File: src/rtl/cle_pkg.sv
package cle_pkg;

  // Keystroke codes with an editing meaning; every other byte is inserted.
  localparam logic [7:0] KEY_LEFT  = 8'h3C;
  localparam logic [7:0] KEY_RIGHT = 8'h3E;
  localparam logic [7:0] KEY_BACK  = 8'h2D;

  // Controller states.
  typedef enum logic [2:0] {
    ST_IDLE,
    ST_LEFT_WR,
    ST_RIGHT_WR,
    ST_EMIT_RD,
    ST_EMIT_WAIT,
    ST_EMPTY
  } state_t;

  // One result item as it travels to the output register.
  typedef struct packed {
    logic [7:0] out_char;
    logic       char_valid;
    logic       overflowed;
    logic       last_of_line;
  } result_t;

endpackage

File: src/rtl/cursor_line_editor.sv
// Line editor driven by keystroke bytes, kept as a gap buffer in one
// synchronous memory of CAPACITY characters.
// Input channel: key and end_of_line, transferred when in_valid is high and
// in_stall is low. '<' and '>' move the cursor, '-' deletes left of it, any
// other byte is inserted at the cursor (dropped, setting the sticky overflow
// flag, when the line is full).
// Insert, backspace and a cursor move that hits an end need no memory read.
// Any other cursor move passes through ST_LEFT_WR or ST_RIGHT_WR, since one
// character is read from the memory and written back across the gap, and
// the memory has one read and one write port with a registered read.
// With end_of_line set, the key is applied and the line is then sent out,
// one result per character, each read from the memory and then loaded into
// the output register. An empty line gives a single result with char_valid low.
// in_stall is high from the transfer of a key until its work is done.
// When the receiver stalls, the output register holds its result and the
// emission waits. Reset clears the line, the cursor and the overflow flag;
// the memory needs no clearing since only written entries are ever read.
module cursor_line_editor #(
  parameter int CAPACITY = 64
) (
  input  logic       clk,
  input  logic       rst,
  input  logic       in_valid,
  output logic       in_stall,
  input  logic [7:0] key,
  input  logic       end_of_line,
  output logic       out_valid,
  input  logic       out_stall,
  output logic [7:0] out_char,
  output logic       char_valid,
  output logic       overflowed,
  output logic       last_of_line
);

  localparam int IW = (CAPACITY > 1) ? $clog2(CAPACITY) : 1;
  localparam int CW = $clog2(CAPACITY + 1);
  localparam logic [CW-1:0] CAP_W = CW'(CAPACITY);
  localparam logic [CW-1:0] ONE_W = CW'(1);

  cle_pkg::state_t state, state_next;
  logic [CW-1:0] len, len_next;
  logic [CW-1:0] cursor, cursor_next;
  logic [CW-1:0] idx, idx_next;
  logic          ovf, ovf_next;
  logic          eol_pend, eol_pend_next;

  logic [7:0]    mem [CAPACITY];
  logic [7:0]    rd_data;
  logic          mem_we, mem_re;
  logic [IW-1:0] waddr, raddr;
  logic [7:0]    wdata;

  logic             out_load, out_free;
  cle_pkg::result_t out_item;

  logic          accept;
  logic [CW-1:0] gap_end;
  logic [CW-1:0] emit_addr;

  assign accept = in_valid && !in_stall;
  assign in_stall = (state != cle_pkg::ST_IDLE);

  // First memory slot of the text right of the cursor.
  assign gap_end = CAP_W - len + cursor;
  // Emission index mapped around the gap.
  assign emit_addr = (idx < cursor) ? idx : (idx + CAP_W - len);

  // Next state, pointer updates and memory accesses.
  always_comb begin
    state_next    = state;
    len_next      = len;
    cursor_next   = cursor;
    idx_next      = idx;
    ovf_next      = ovf;
    eol_pend_next = eol_pend;
    mem_we        = 1'b0;
    mem_re        = 1'b0;
    waddr         = cursor[IW-1:0];
    raddr         = cursor[IW-1:0];
    wdata         = key;
    out_load      = 1'b0;
    out_item      = '0;
    case (state)
      cle_pkg::ST_IDLE: begin
        if (accept) begin
          eol_pend_next = end_of_line;
          case (key)
            cle_pkg::KEY_LEFT: begin
              if (cursor != '0) begin
                mem_re     = 1'b1;
                raddr      = IW'(cursor - ONE_W);
                state_next = cle_pkg::ST_LEFT_WR;
              end
            end
            cle_pkg::KEY_RIGHT: begin
              if (cursor != len) begin
                mem_re     = 1'b1;
                raddr      = gap_end[IW-1:0];
                state_next = cle_pkg::ST_RIGHT_WR;
              end
            end
            cle_pkg::KEY_BACK: begin
              if (cursor != '0) begin
                cursor_next = cursor - ONE_W;
                len_next    = len - ONE_W;
              end
            end
            default: begin
              if (len == CAP_W) begin
                ovf_next = 1'b1;
              end else begin
                mem_we      = 1'b1;
                waddr       = cursor[IW-1:0];
                wdata       = key;
                cursor_next = cursor + ONE_W;
                len_next    = len + ONE_W;
              end
            end
          endcase
          // Keys that need no memory move go straight on to emission.
          if (state_next == cle_pkg::ST_IDLE && end_of_line) begin
            idx_next   = '0;
            state_next = (len_next == '0) ? cle_pkg::ST_EMPTY : cle_pkg::ST_EMIT_RD;
          end
        end
      end
      cle_pkg::ST_LEFT_WR: begin
        // Character left of the cursor moves to just below the gap end.
        mem_we      = 1'b1;
        waddr       = IW'(gap_end - ONE_W);
        wdata       = rd_data;
        cursor_next = cursor - ONE_W;
        idx_next    = '0;
        state_next  = eol_pend ? cle_pkg::ST_EMIT_RD : cle_pkg::ST_IDLE;
      end
      cle_pkg::ST_RIGHT_WR: begin
        // Character at the gap end moves to the cursor slot.
        mem_we      = 1'b1;
        waddr       = cursor[IW-1:0];
        wdata       = rd_data;
        cursor_next = cursor + ONE_W;
        idx_next    = '0;
        state_next  = eol_pend ? cle_pkg::ST_EMIT_RD : cle_pkg::ST_IDLE;
      end
      cle_pkg::ST_EMIT_RD: begin
        mem_re     = 1'b1;
        raddr      = emit_addr[IW-1:0];
        state_next = cle_pkg::ST_EMIT_WAIT;
      end
      cle_pkg::ST_EMIT_WAIT: begin
        if (out_free) begin
          out_load              = 1'b1;
          out_item.out_char     = rd_data;
          out_item.char_valid   = 1'b1;
          out_item.overflowed   = ovf;
          out_item.last_of_line = (idx + ONE_W == len);
          if (idx + ONE_W == len) begin
            len_next    = '0;
            cursor_next = '0;
            state_next  = cle_pkg::ST_IDLE;
          end else begin
            idx_next   = idx + ONE_W;
            state_next = cle_pkg::ST_EMIT_RD;
          end
        end
      end
      cle_pkg::ST_EMPTY: begin
        if (out_free) begin
          out_load              = 1'b1;
          out_item.out_char     = '0;
          out_item.char_valid   = 1'b0;
          out_item.overflowed   = ovf;
          out_item.last_of_line = 1'b1;
          state_next            = cle_pkg::ST_IDLE;
        end
      end
      default: begin
        state_next = cle_pkg::ST_IDLE;
      end
    endcase
  end

  // Control registers.
  always_ff @(posedge clk) begin
    if (rst) begin
      state    <= cle_pkg::ST_IDLE;
      len      <= '0;
      cursor   <= '0;
      idx      <= '0;
      ovf      <= 1'b0;
      eol_pend <= 1'b0;
    end else begin
      state    <= state_next;
      len      <= len_next;
      cursor   <= cursor_next;
      idx      <= idx_next;
      ovf      <= ovf_next;
      eol_pend <= eol_pend_next;
    end
  end

  // Line memory: one write port, one read port with registered data.
  always_ff @(posedge clk) begin
    if (mem_we) begin
      mem[waddr] <= wdata;
    end
    if (mem_re) begin
      rd_data <= mem[raddr];
    end
  end

  cle_out_reg u_out_reg (
    .clk          (clk),
    .rst          (rst),
    .load         (out_load),
    .load_item    (out_item),
    .free         (out_free),
    .out_valid    (out_valid),
    .out_stall    (out_stall),
    .out_char     (out_char),
    .char_valid   (char_valid),
    .overflowed   (overflowed),
    .last_of_line (last_of_line)
  );

  // The cursor never passes the end of the line, and the line fits the memory.
  assert property (@(posedge clk) disable iff (rst) (cursor <= len) && (len <= CAP_W))
    else $error("cursor or line length out of range");

  // The overflow flag is sticky.
  assert property (@(posedge clk) disable iff (rst) ovf |=> ovf)
    else $error("overflow flag cleared without reset");

  // No memory write while the line is being sent out.
  assert property (@(posedge clk) disable iff (rst)
    (state == cle_pkg::ST_EMIT_RD || state == cle_pkg::ST_EMIT_WAIT) |-> !mem_we)
    else $error("memory written during emission");

  // A result is loaded only into a free output register.
  assert property (@(posedge clk) disable iff (rst) out_load |-> out_free)
    else $error("result loaded over a stalled result");

endmodule

File: src/rtl/cle_out_reg.sv
module cle_out_reg (
  input  logic             clk,
  input  logic             rst,
  input  logic             load,
  input  cle_pkg::result_t load_item,
  output logic             free,
  output logic             out_valid,
  input  logic             out_stall,
  output logic [7:0]       out_char,
  output logic             char_valid,
  output logic             overflowed,
  output logic             last_of_line
);

  cle_pkg::result_t item;

  // The register can take a new result when empty or when its transfer completes now.
  assign free = !out_valid || !out_stall;

  // Valid flag: set on load, cleared once the held result has been transferred.
  always_ff @(posedge clk) begin
    if (rst) begin
      out_valid <= 1'b0;
    end else if (load) begin
      out_valid <= 1'b1;
    end else if (!out_stall) begin
      out_valid <= 1'b0;
    end
  end

  // Payload holds while the receiver stalls.
  always_ff @(posedge clk) begin
    if (load) begin
      item <= load_item;
    end
  end

  assign out_char     = item.out_char;
  assign char_valid   = item.char_valid;
  assign overflowed   = item.overflowed;
  assign last_of_line = item.last_of_line;

endmodule

File: config.mk
export PLATFORM = sky130hd
export DESIGN_NAME = cursor_line_editor
export DESIGN_NICKNAME = d
export VERILOG_FILES = /design/src/rtl/cle_pkg.sv /design/src/rtl/cursor_line_editor.sv /design/src/rtl/cle_out_reg.sv
export SDC_FILE = /design/constraint.sdc
export NUM_CORES = 1
export LEC_CHECK = 0
export ABC_AREA = 1
export BUFFER_PORTS_ARGS = -buffer_cell sky130_fd_sc_hd__buf_2
export CAP_MARGIN = 40
export CORE_ASPECT_RATIO = 1.25
export CORE_MARGIN = 2
export CORE_UTILIZATION = 35
export CTS_BUF_LIST = sky130_fd_sc_hd__clkbuf_4
export DETAILED_ROUTE_END_ITERATION = 6
export PLACE_DENSITY_LB_ADDON = 0.15
export SETUP_SLACK_MARGIN = 0.3
export SYNTH_ARGS = -nofsm -noshare
export SYNTH_HDL_FRONTEND = slang
export SYNTH_SLANG_ARGS = --single-unit
File: constraint.sdc
create_clock -name clk -period 4.71 [get_ports clk]
set_clock_uncertainty 0.2 [all_clocks]
set_input_delay 0.471 -clock clk [delete_from_list [all_inputs] [get_ports clk]]
set_output_delay 0.471 -clock clk [all_outputs]
set_load 0.01 [all_outputs]
Yosys cells after proc, flatten, opt, wreduce, memory -nomap -nowiden

Memories as Yosys holds them, arrays and structs flattened. A register that Yosys moved wholly into a read port is not among the register bits.
Cells that the tools add are included.

Bits of input ports: 13
Logic and storage cells: 127
Memories: 1
RAM bits: 512
Register bits: 38
Output and inout port bits: 13
Latch bits: 0
Bits in read-only memories: 0

Memory list:

| memory | words | width | read ports | clocked after memory_dff | write ports | RTL line                 | source |
|---|---|---|---|---|---|---|---|
| mem    | 64    | 8     | 1          | 1                        | 1           | cursor_line_editor.sv:47 | `logic [7:0] mem [CAPACITY];` |

Divide/modulo/power cells: 0
Reduce and logical (&&, ||, !) cells: 24
Equal/unequal tests: 21
Order comparisons: 1
Bitwise operators: 1
Shift operators: 0
Multipliers: 0
Add/sub/neg operators: 10
Multiplexer cells: 58

Operators by type and width:

| operator            | number |
|---|---|
| $mux 7              | 14 |
| $pmux 7 s2          | 3 |
| $mux 6              | 5 |
| $pmux 7 s4          | 1 |
| $mux 3              | 9 |
| $eq 8x6->1 const B  | 3 |
| $pmux 6 s2          | 2 |
| $pmux 11 s2         | 1 |
| $add 7x1->7 const B | 3 |
| $pmux 7 s3          | 1 |
| $pmux 3 s5          | 1 |
| $ne 2x2->1 const B  | 7 |
| $sub 7x1->7 const B | 2 |
| $mux 1              | 12 |
| $mux 11             | 1 |
| $mux 8              | 1 |
| $reduce_and 4->1    | 2 |
| $eq 7x7->1          | 1 |
| $eq 7x7->1 const B  | 1 |
| $logic_not 7->1     | 1 |
| $lt 7x7->1          | 1 |
| $ne 7x7->1          | 1 |
| $reduce_and 7->1    | 1 |
| $reduce_bool 7->1   | 1 |
| other kinds (27)    | 40 |

Longest topological paths before layout

Depth in word-level cells: 10
Depth in mapped cells: 24
Gate-level depth less buffers: 21

Hierarchy

From an unflattened synthesis, not the netlist that was laid out.

Cells, all modules: 2382
Area total of the unflattened synthesis: 25682.1 um^2

By module, submodules not included:

| module             | sequential area each (um^2) | cells an instance | times used | area each (um^2) |
|---|---|---|---|---|
| cursor_line_editor | 16135.5                     | 2367              | 1          | 25313.0 |
| cle_out_reg        | 350.3                       | 15                | 1          | 369.1 |

Least setup slack after synthesis

OpenSTA, ideal clock, no wires.

Path type: register -> register
Start: reg state[2]
End: mem mem[0][4], data pin
Setup slack: 259 ps
Data arrival time: 3549 ps
Data required time: 3808 ps
Cell stages (with the launch flop): 6
Setup time: 702 ps
Cells stage by stage: dfxtp_1 -> nor3_2 -> inv_2 -> nand2_1 -> clkbuf_1 -> o21ai_0

Longest elaborated chain between the ends: 3
Elaborated cells between the ends (all ways): 4

Ends and longest elaborated chain:

| what                                     | RTL line                  | source |
|---|---|---|
| start: declaration                       | cursor_line_editor.sv:40  | `cle_pkg::state_t state, state_next;` |
| start signal: assignment                 | cursor_line_editor.sv:186 | `state <= cle_pkg::ST_IDLE;` |
| start signal: assignment                 | cursor_line_editor.sv:193 | `state <= state_next;` |
| $eq 3x2->1 or $eq 3x1->1 (tied branches) | cursor_line_editor.sv:83  | `case (state)` |
| $reduce_or 2->1 (no line) *              | --                        |  |
| $mux 8 *                                 | --                        |  |
| net wdata[4]                             | cursor_line_editor.sv:51  | `logic [7:0] wdata;` |
| end: declaration                         | cursor_line_editor.sv:47  |  |

The timed path passes the listed nets; every way through them passes the cells marked *.

Worst setup path after layout

Start: reg cursor[0]
End: mem mem[42][1] (enable)

Longest elaborated chain between the ends: 3

Ends and longest elaborated chain:

| what                     | RTL line                  | source |
|---|---|---|
| start: declaration       | cursor_line_editor.sv:42  | `logic [CW-1:0] cursor, cursor_next;` |
| start signal: assignment | cursor_line_editor.sv:195 | `cursor <= cursor_next;` |
| $add 6x6->6              | cursor_line_editor.sv:64  | `assign gap_end = CAP_W - len + cursor;` |
| $sub 6x1->6              | cursor_line_editor.sv:130 | `waddr = IW'(gap_end - ONE_W);` |
| $mux 6 *                 | --                        |  |

Every way passes the cells marked *; elsewhere a longest branch is shown, timed or not.

==> impl_metrics.prom <==
# TYPE chip_impl_metric gauge
chip_impl_metric{name="timing.critical_path.fanout_max",unit=""} 8
chip_impl_metric{name="clock-sinks",unit=""} 558
chip_impl_metric{name="grt_pass1_wl",unit="microns"} 116000
chip_impl_metric{name="avgRoutedWirePerCell",unit="microns"} 21.9
chip_impl_info{name="main_area_contributors_after_synthesis",value="sky130_fd_sc_hd__edfxtp_1, sky130_fd_sc_hd__nand3_1, sky130_fd_sc_hd__nand2_1"} 1
chip_impl_info{name="start_kind",value="register"} 1
chip_impl_metric{name="io_buffers",unit=""} 25
chip_impl_metric{name="ff_latch_area",unit="sq um"} 16500
chip_impl_metric{name="starting_density_of_the_core",unit=""} 0.352
chip_impl_metric{name="grt_pass1_vias",unit=""} 18832
chip_impl_metric{name="detail_route.first_pass.iterations",unit=""} 5
chip_impl_metric{name="grt-ovfl-total",unit=""} 0
chip_impl_metric{name="critPathArrivalTime",unit="ns"} 4.63
chip_impl_metric{name="timing_max_transition_violations_final",unit=""} 0
chip_impl_metric{name="detailedRoute.firstIterationViolations",unit=""} 1567
chip_impl_metric{name="period_needed",unit="ns"} 4.24
chip_impl_info{name="timing.rr.end",value="mem[42][1]$_DFFE_PP_"} 1
chip_impl_metric{name="area_taken_by_multi_input_logic_gates",unit="sq um"} 7630
chip_impl_metric{name="fmax",unit="MHz"} 236
chip_impl_info{name="hold_end",value="mem[49][6]$_DFFE_PP_"} 1
chip_impl_info{name="crit_end_category",value="register"} 1
chip_impl_metric{name="synth_top_area_frac",unit=""} 0.633
chip_impl_metric{name="cts_buffer_depth",unit=""} 3
chip_impl_info{name="crit-reg2reg-launch",value="cursor[0]$_SDFFE_PP0P_"} 1
chip_impl_metric{name="max_stage_delay",unit="ns"} 0.56
chip_impl_metric{name="routabilityCongestion",unit=""} 0.917
chip_impl_metric{name="place_hpwl",unit="microns"} 48800
chip_impl_metric{name="netlist_instances",unit=""} 2335
chip_impl_metric{name="synth.distinct_cells",unit=""} 42
chip_impl_metric{name="r2r_slack",unit="ns"} 0.47
chip_impl_metric{name="die_w",unit="microns"} 244
chip_impl_metric{name="pwr_density_cell",unit="nW/um^2"} 772
chip_impl_metric{name="synthesis.nets",unit=""} 2372
chip_impl_metric{name="cts.htree.levels",unit=""} 4
chip_impl_metric{name="grt_usage",unit=""} 0.208
chip_impl_info{name="unrepaired_setup_endpoints_after_global_routing",value="true"} 1
chip_impl_metric{name="largest_net_degree_at_the_start_of_global_routing",unit=""} 156
chip_impl_info{name="critical_path.cell_chain",value="inv_1 -> ha_1 -> inv_1 -> fa_1 -> nand2_1 -> inv_1 -> o21ai_0 -> nand2_1 -> xnor2_1 -> nand3_1 -> xor2_1 -> o21ai_0 -> buf_4 -> nor2_1 -> nand2_1 -> buf_12 -> nor2_1"} 1
chip_impl_info{name="clock_tree_from_tritoncts",value="yes"} 1
chip_impl_metric{name="placementRows",unit=""} 110
chip_impl_metric{name="worst-slew-pin-transition",unit="ns"} 0.839
chip_impl_metric{name="fin_hold_ws",unit="ns"} 0.143
chip_impl_info{name="ctsRootBufferMaster",value="sky130_fd_sc_hd__clkbuf_4"} 1
chip_impl_metric{name="floorplan.io_pins",unit=""} 26
chip_impl_metric{name="die_height",unit="microns"} 304
chip_impl_metric{name="synth.cell_area",unit="sq um"} 25200
chip_impl_info{name="kind_of_critical_path",value="reg -> reg"} 1
chip_impl_metric{name="worst_path_buffer_plus_inverter_count",unit=""} 5
chip_impl_metric{name="drt.antenna.violating_nets",unit=""} 0
chip_impl_metric{name="layout.filler_cells",unit=""} 7046
chip_impl_metric{name="timing_hold_violations_final",unit=""} 0
chip_impl_metric{name="layout-drive-gt1-share",unit=""} 0.161
chip_impl_metric{name="vias_per_cell",unit=""} 5.27
chip_impl_metric{name="numCtsBuffers",unit=""} 148
chip_impl_metric{name="core_region_area",unit="sq um"} 71600
chip_impl_metric{name="synth.avg_cell_area",unit="sq um"} 10.8
chip_impl_metric{name="postRouteWirelength",unit="microns"} 77600
chip_impl_metric{name="synth.ff_latch_count",unit=""} 558
chip_impl_metric{name="power.leakage",unit="nW"} 10.6
chip_impl_metric{name="yosysSeqAreaShare",unit=""} 0.655
chip_impl_metric{name="drc_violations_left",unit=""} 0
chip_impl_metric{name="antenna_found_initial",unit=""} 1
chip_impl_metric{name="critical_path_required",unit="ns"} 5.10
chip_impl_metric{name="dieArea",unit="sq um"} 74100
chip_impl_metric{name="worstRegToRegCells",unit=""} 17
chip_impl_metric{name="fin_crit_sh",unit=""} 0.900
chip_impl_metric{name="fin_ws",unit="ns"} 0.473
chip_impl_metric{name="route.vias.total",unit=""} 18721
chip_impl_info{name="hp-class",value="in -> reg"} 1
chip_impl_info{name="holdCritStartpoint",value="key[6]"} 1
chip_impl_info{name="cell_type_with_the_highest_aggregate_area_in_the_netlist",value="sky130_fd_sc_hd__edfxtp_1"} 1
chip_impl_info{name="crit_path_start",value="cursor[0]$_SDFFE_PP0P_"} 1
chip_impl_metric{name="finalSetupViolCount",unit=""} 0
chip_impl_info{name="cpMaxStageDelayCell",value="sky130_fd_sc_hd__nor2_1"} 1
chip_impl_metric{name="ys.warnings.count",unit=""} 0
chip_impl_metric{name="clk_transition_reported_paths",unit="ns"} 0.07
chip_impl_metric{name="path_depth",unit=""} 17
chip_impl_info{name="outcome",value="finished, final reports clean"} 1
chip_impl_metric{name="finalNetCount",unit=""} 2521
chip_impl_metric{name="worst_hold_path.num_cells",unit=""} 3
chip_impl_metric{name="areaGrowthSynthToFinish",unit="%"} 15.0
chip_impl_metric{name="max-slew-margin-rel",unit=""} 0.441
chip_impl_metric{name="ir_worst_vdd",unit="mV"} 0.403
chip_impl_metric{name="setup_total_negative_slack",unit="ns"} 0
chip_impl_metric{name="max_cap_violations",unit=""} 0
chip_impl_metric{name="dpl_worst_slack",unit="ns"} 0.512
chip_impl_metric{name="clock_insertion_delay_worst_skew",unit="ns"} 1.00
chip_impl_info{name="timing.critical_path.max_delay_family",value="simple AND/OR/NAND/NOR gates"} 1
[metal layers]
layer / global-route usage / wire (microns)
met1: 0.253 / 31900
met2: 0.352 / 38600
met3: 0.0405 / 3680
met4: 0.106 / 3460
met5: 0 / 0
[power breakdown]
part	switching (mW)	internal, mW
logic	7.85	3.09
clock network	2.09	2.39
registers	0.182	6.76
[synthesized netlist by cell type]
| cell | number |
|---|---|
| sky130_fd_sc_hd__buf_1 | 3 |
| sky130_fd_sc_hd__o221a_2 | 1 |
| sky130_fd_sc_hd__clkbuf_1 | 16 |
| sky130_fd_sc_hd__nand4_1 | 7 |
| sky130_fd_sc_hd__a21o_1 | 1 |
| sky130_fd_sc_hd__o21ai_0 | 44 |
| sky130_fd_sc_hd__o211a_1 | 2 |
| sky130_fd_sc_hd__nand2_1 | 443 |
| sky130_fd_sc_hd__nor2_1 | 121 |
| sky130_fd_sc_hd__nor3b_2 | 1 |
| sky130_fd_sc_hd__or2_2 | 3 |
| sky130_fd_sc_hd__nand2_2 | 6 |
| sky130_fd_sc_hd__nor3_1 | 10 |
| sky130_fd_sc_hd__buf_6 | 15 |
| sky130_fd_sc_hd__dfxtp_1 | 27 |
| sky130_fd_sc_hd__fa_1 | 2 |
| sky130_fd_sc_hd__nand3_1 | 773 |
| sky130_fd_sc_hd__o211ai_1 | 4 |
| sky130_fd_sc_hd__nor3_2 | 1 |
| sky130_fd_sc_hd__a31oi_1 | 1 |
| sky130_fd_sc_hd__a211oi_1 | 8 |
| sky130_fd_sc_hd__nor2_8 | 1 |
| sky130_fd_sc_hd__nand4_2 | 1 |
| sky130_fd_sc_hd__inv_1 | 66 |
| sky130_fd_sc_hd__o21ai_1 | 4 |
| sky130_fd_sc_hd__nor2_2 | 8 |
| sky130_fd_sc_hd__nor3b_1 | 2 |
| sky130_fd_sc_hd__nand3b_1 | 3 |
| sky130_fd_sc_hd__nor2_4 | 1 |
| sky130_fd_sc_hd__a21oi_1 | 39 |
| sky130_fd_sc_hd__o22ai_1 | 8 |
| sky130_fd_sc_hd__xor2_1 | 20 |
| sky130_fd_sc_hd__o311ai_0 | 1 |
| sky130_fd_sc_hd__edfxtp_1 | 531 |
| sky130_fd_sc_hd__inv_2 | 11 |
| sky130_fd_sc_hd__o221ai_1 | 1 |
| sky130_fd_sc_hd__buf_4 | 26 |
| sky130_fd_sc_hd__ha_1 | 22 |
| sky130_fd_sc_hd__xnor2_1 | 8 |
| sky130_fd_sc_hd__buf_2 | 88 |
| sky130_fd_sc_hd__nand2_4 | 3 |
| sky130_fd_sc_hd__a22oi_1 | 2 |
[final cells by class]
class | instances | area share
sequential | 558 | 0.569
multi-input combinational | 1553 | 0.263
clock buffer | 209 | 0.0542
timing repair buffer | 146 | 0.0476
tap | 952 | 0.0411
clock inverter | 54 | 0.0140
inverter | 77 | 0.0103
antenna | 1 | 0.0000864
[tightest hold or removal path, delay by kind of cell]
family	cells	cell delay, ns
buffers and inverters	1	0.11
and+or+nand+nor	2	0.41
[registers in the layout, indices dropped and copies added (netlist names), 3 cells and up]
signal and cells:
len 7, state 3, mem 512, idx 7
cursor 7, u_out_reg.out_char 8, rd_data 8
[repair_timing]
action                                  4_1_cts  5_1_grt
hold buffers                                 13        0
endpoints found under the hold margin       137        0
resized for setup                             0       10
endpoints found under the setup margin        0      130
setup buffers                                 0        0
[per-stage QoR]
| step | instance area [sq um] | total power, mW | util | cells |
|---|---|---|---|---|
| 6_report | 29000 | 22.4 | 0.405 | 3550 |
| 5_1_grt | 29000 | 23.8 | 0.405 | 3550 |
| 3_5_place_dp | 26800 | 17.9 | 0.375 | 3272 |
| 3_3_place_gp | 26600 | 17.7 | 0.372 | 3262 |
| 4_1_cts | 28900 | 22.5 | 0.404 | 3548 |
| 2_1_floorplan | 25200 | 13.7 | - | 2335 |
[how the worst max path moves through the flow]
| stage | endpoint | slack (ns) |
|---|---|---|
| after floorplan | mem[0][4]$_DFFE_PP_ | 0.26 |
| after global placement | mem[34][1]$_DFFE_PP_ | 0.48 |
| after detailed placement | rd_data[0]$_DFFE_PP_ | 0.51 |
| after CTS | rd_data[0]$_DFFE_PP_ | 0.48 |
| after global routing | mem[46][0]$_DFFE_PP_ | 0.18 |
| final | mem[42][1]$_DFFE_PP_ | 0.47 |
[placed cells by master (no fill, tap or decap), types with 3 or more instances in the layout]
cell type                       count
sky130_fd_sc_hd__nand3_1          772
sky130_fd_sc_hd__edfxtp_1         531
sky130_fd_sc_hd__nand2_1          437
sky130_fd_sc_hd__clkbuf_4         209
sky130_fd_sc_hd__nor2_1           114
sky130_fd_sc_hd__buf_4             84
sky130_fd_sc_hd__inv_1             66
sky130_fd_sc_hd__o21ai_0           42
sky130_fd_sc_hd__a21oi_1           39
sky130_fd_sc_hd__clkinv_1          33
sky130_fd_sc_hd__dfxtp_1           26
sky130_fd_sc_hd__buf_2             26
sky130_fd_sc_hd__ha_1              22
sky130_fd_sc_hd__xor2_1            20
sky130_fd_sc_hd__nor2_2            15
sky130_fd_sc_hd__buf_12            14
sky130_fd_sc_hd__dlygate4sd3_1     13
sky130_fd_sc_hd__nand2_2           11
sky130_fd_sc_hd__nor3_1            10
sky130_fd_sc_hd__inv_2              9
sky130_fd_sc_hd__o22ai_1            8
sky130_fd_sc_hd__xnor2_1            8
sky130_fd_sc_hd__a211oi_1           8
sky130_fd_sc_hd__nand4_1            7
sky130_fd_sc_hd__clkinv_2           7
sky130_fd_sc_hd__bufinv_16          6
sky130_fd_sc_hd__buf_16             6
sky130_fd_sc_hd__o211ai_1           4
sky130_fd_sc_hd__o21ai_1            4
sky130_fd_sc_hd__nand2_4            3
sky130_fd_sc_hd__or2_2              3
sky130_fd_sc_hd__nand3b_1           3
sky130_fd_sc_hd__clkinv_4           3
sky130_fd_sc_hd__inv_6              3
[cells by family after synthesis]
| kind of cell | count (synthesis) | share of synthesized area |
|---|---|---|
| AOI/OAI and AO/OA | 116 | 0.0259 |
| xor gates and xnor gates | 28 | 0.00974 |
| adders and majority gates | 24 | 0.0125 |
| buffers and inverters | 225 | 0.0462 |
| DFF | 558 | 0.655 |
| and+or+nand+nor | 1384 | 0.251 |
Power figures use the tool's default switching activity.
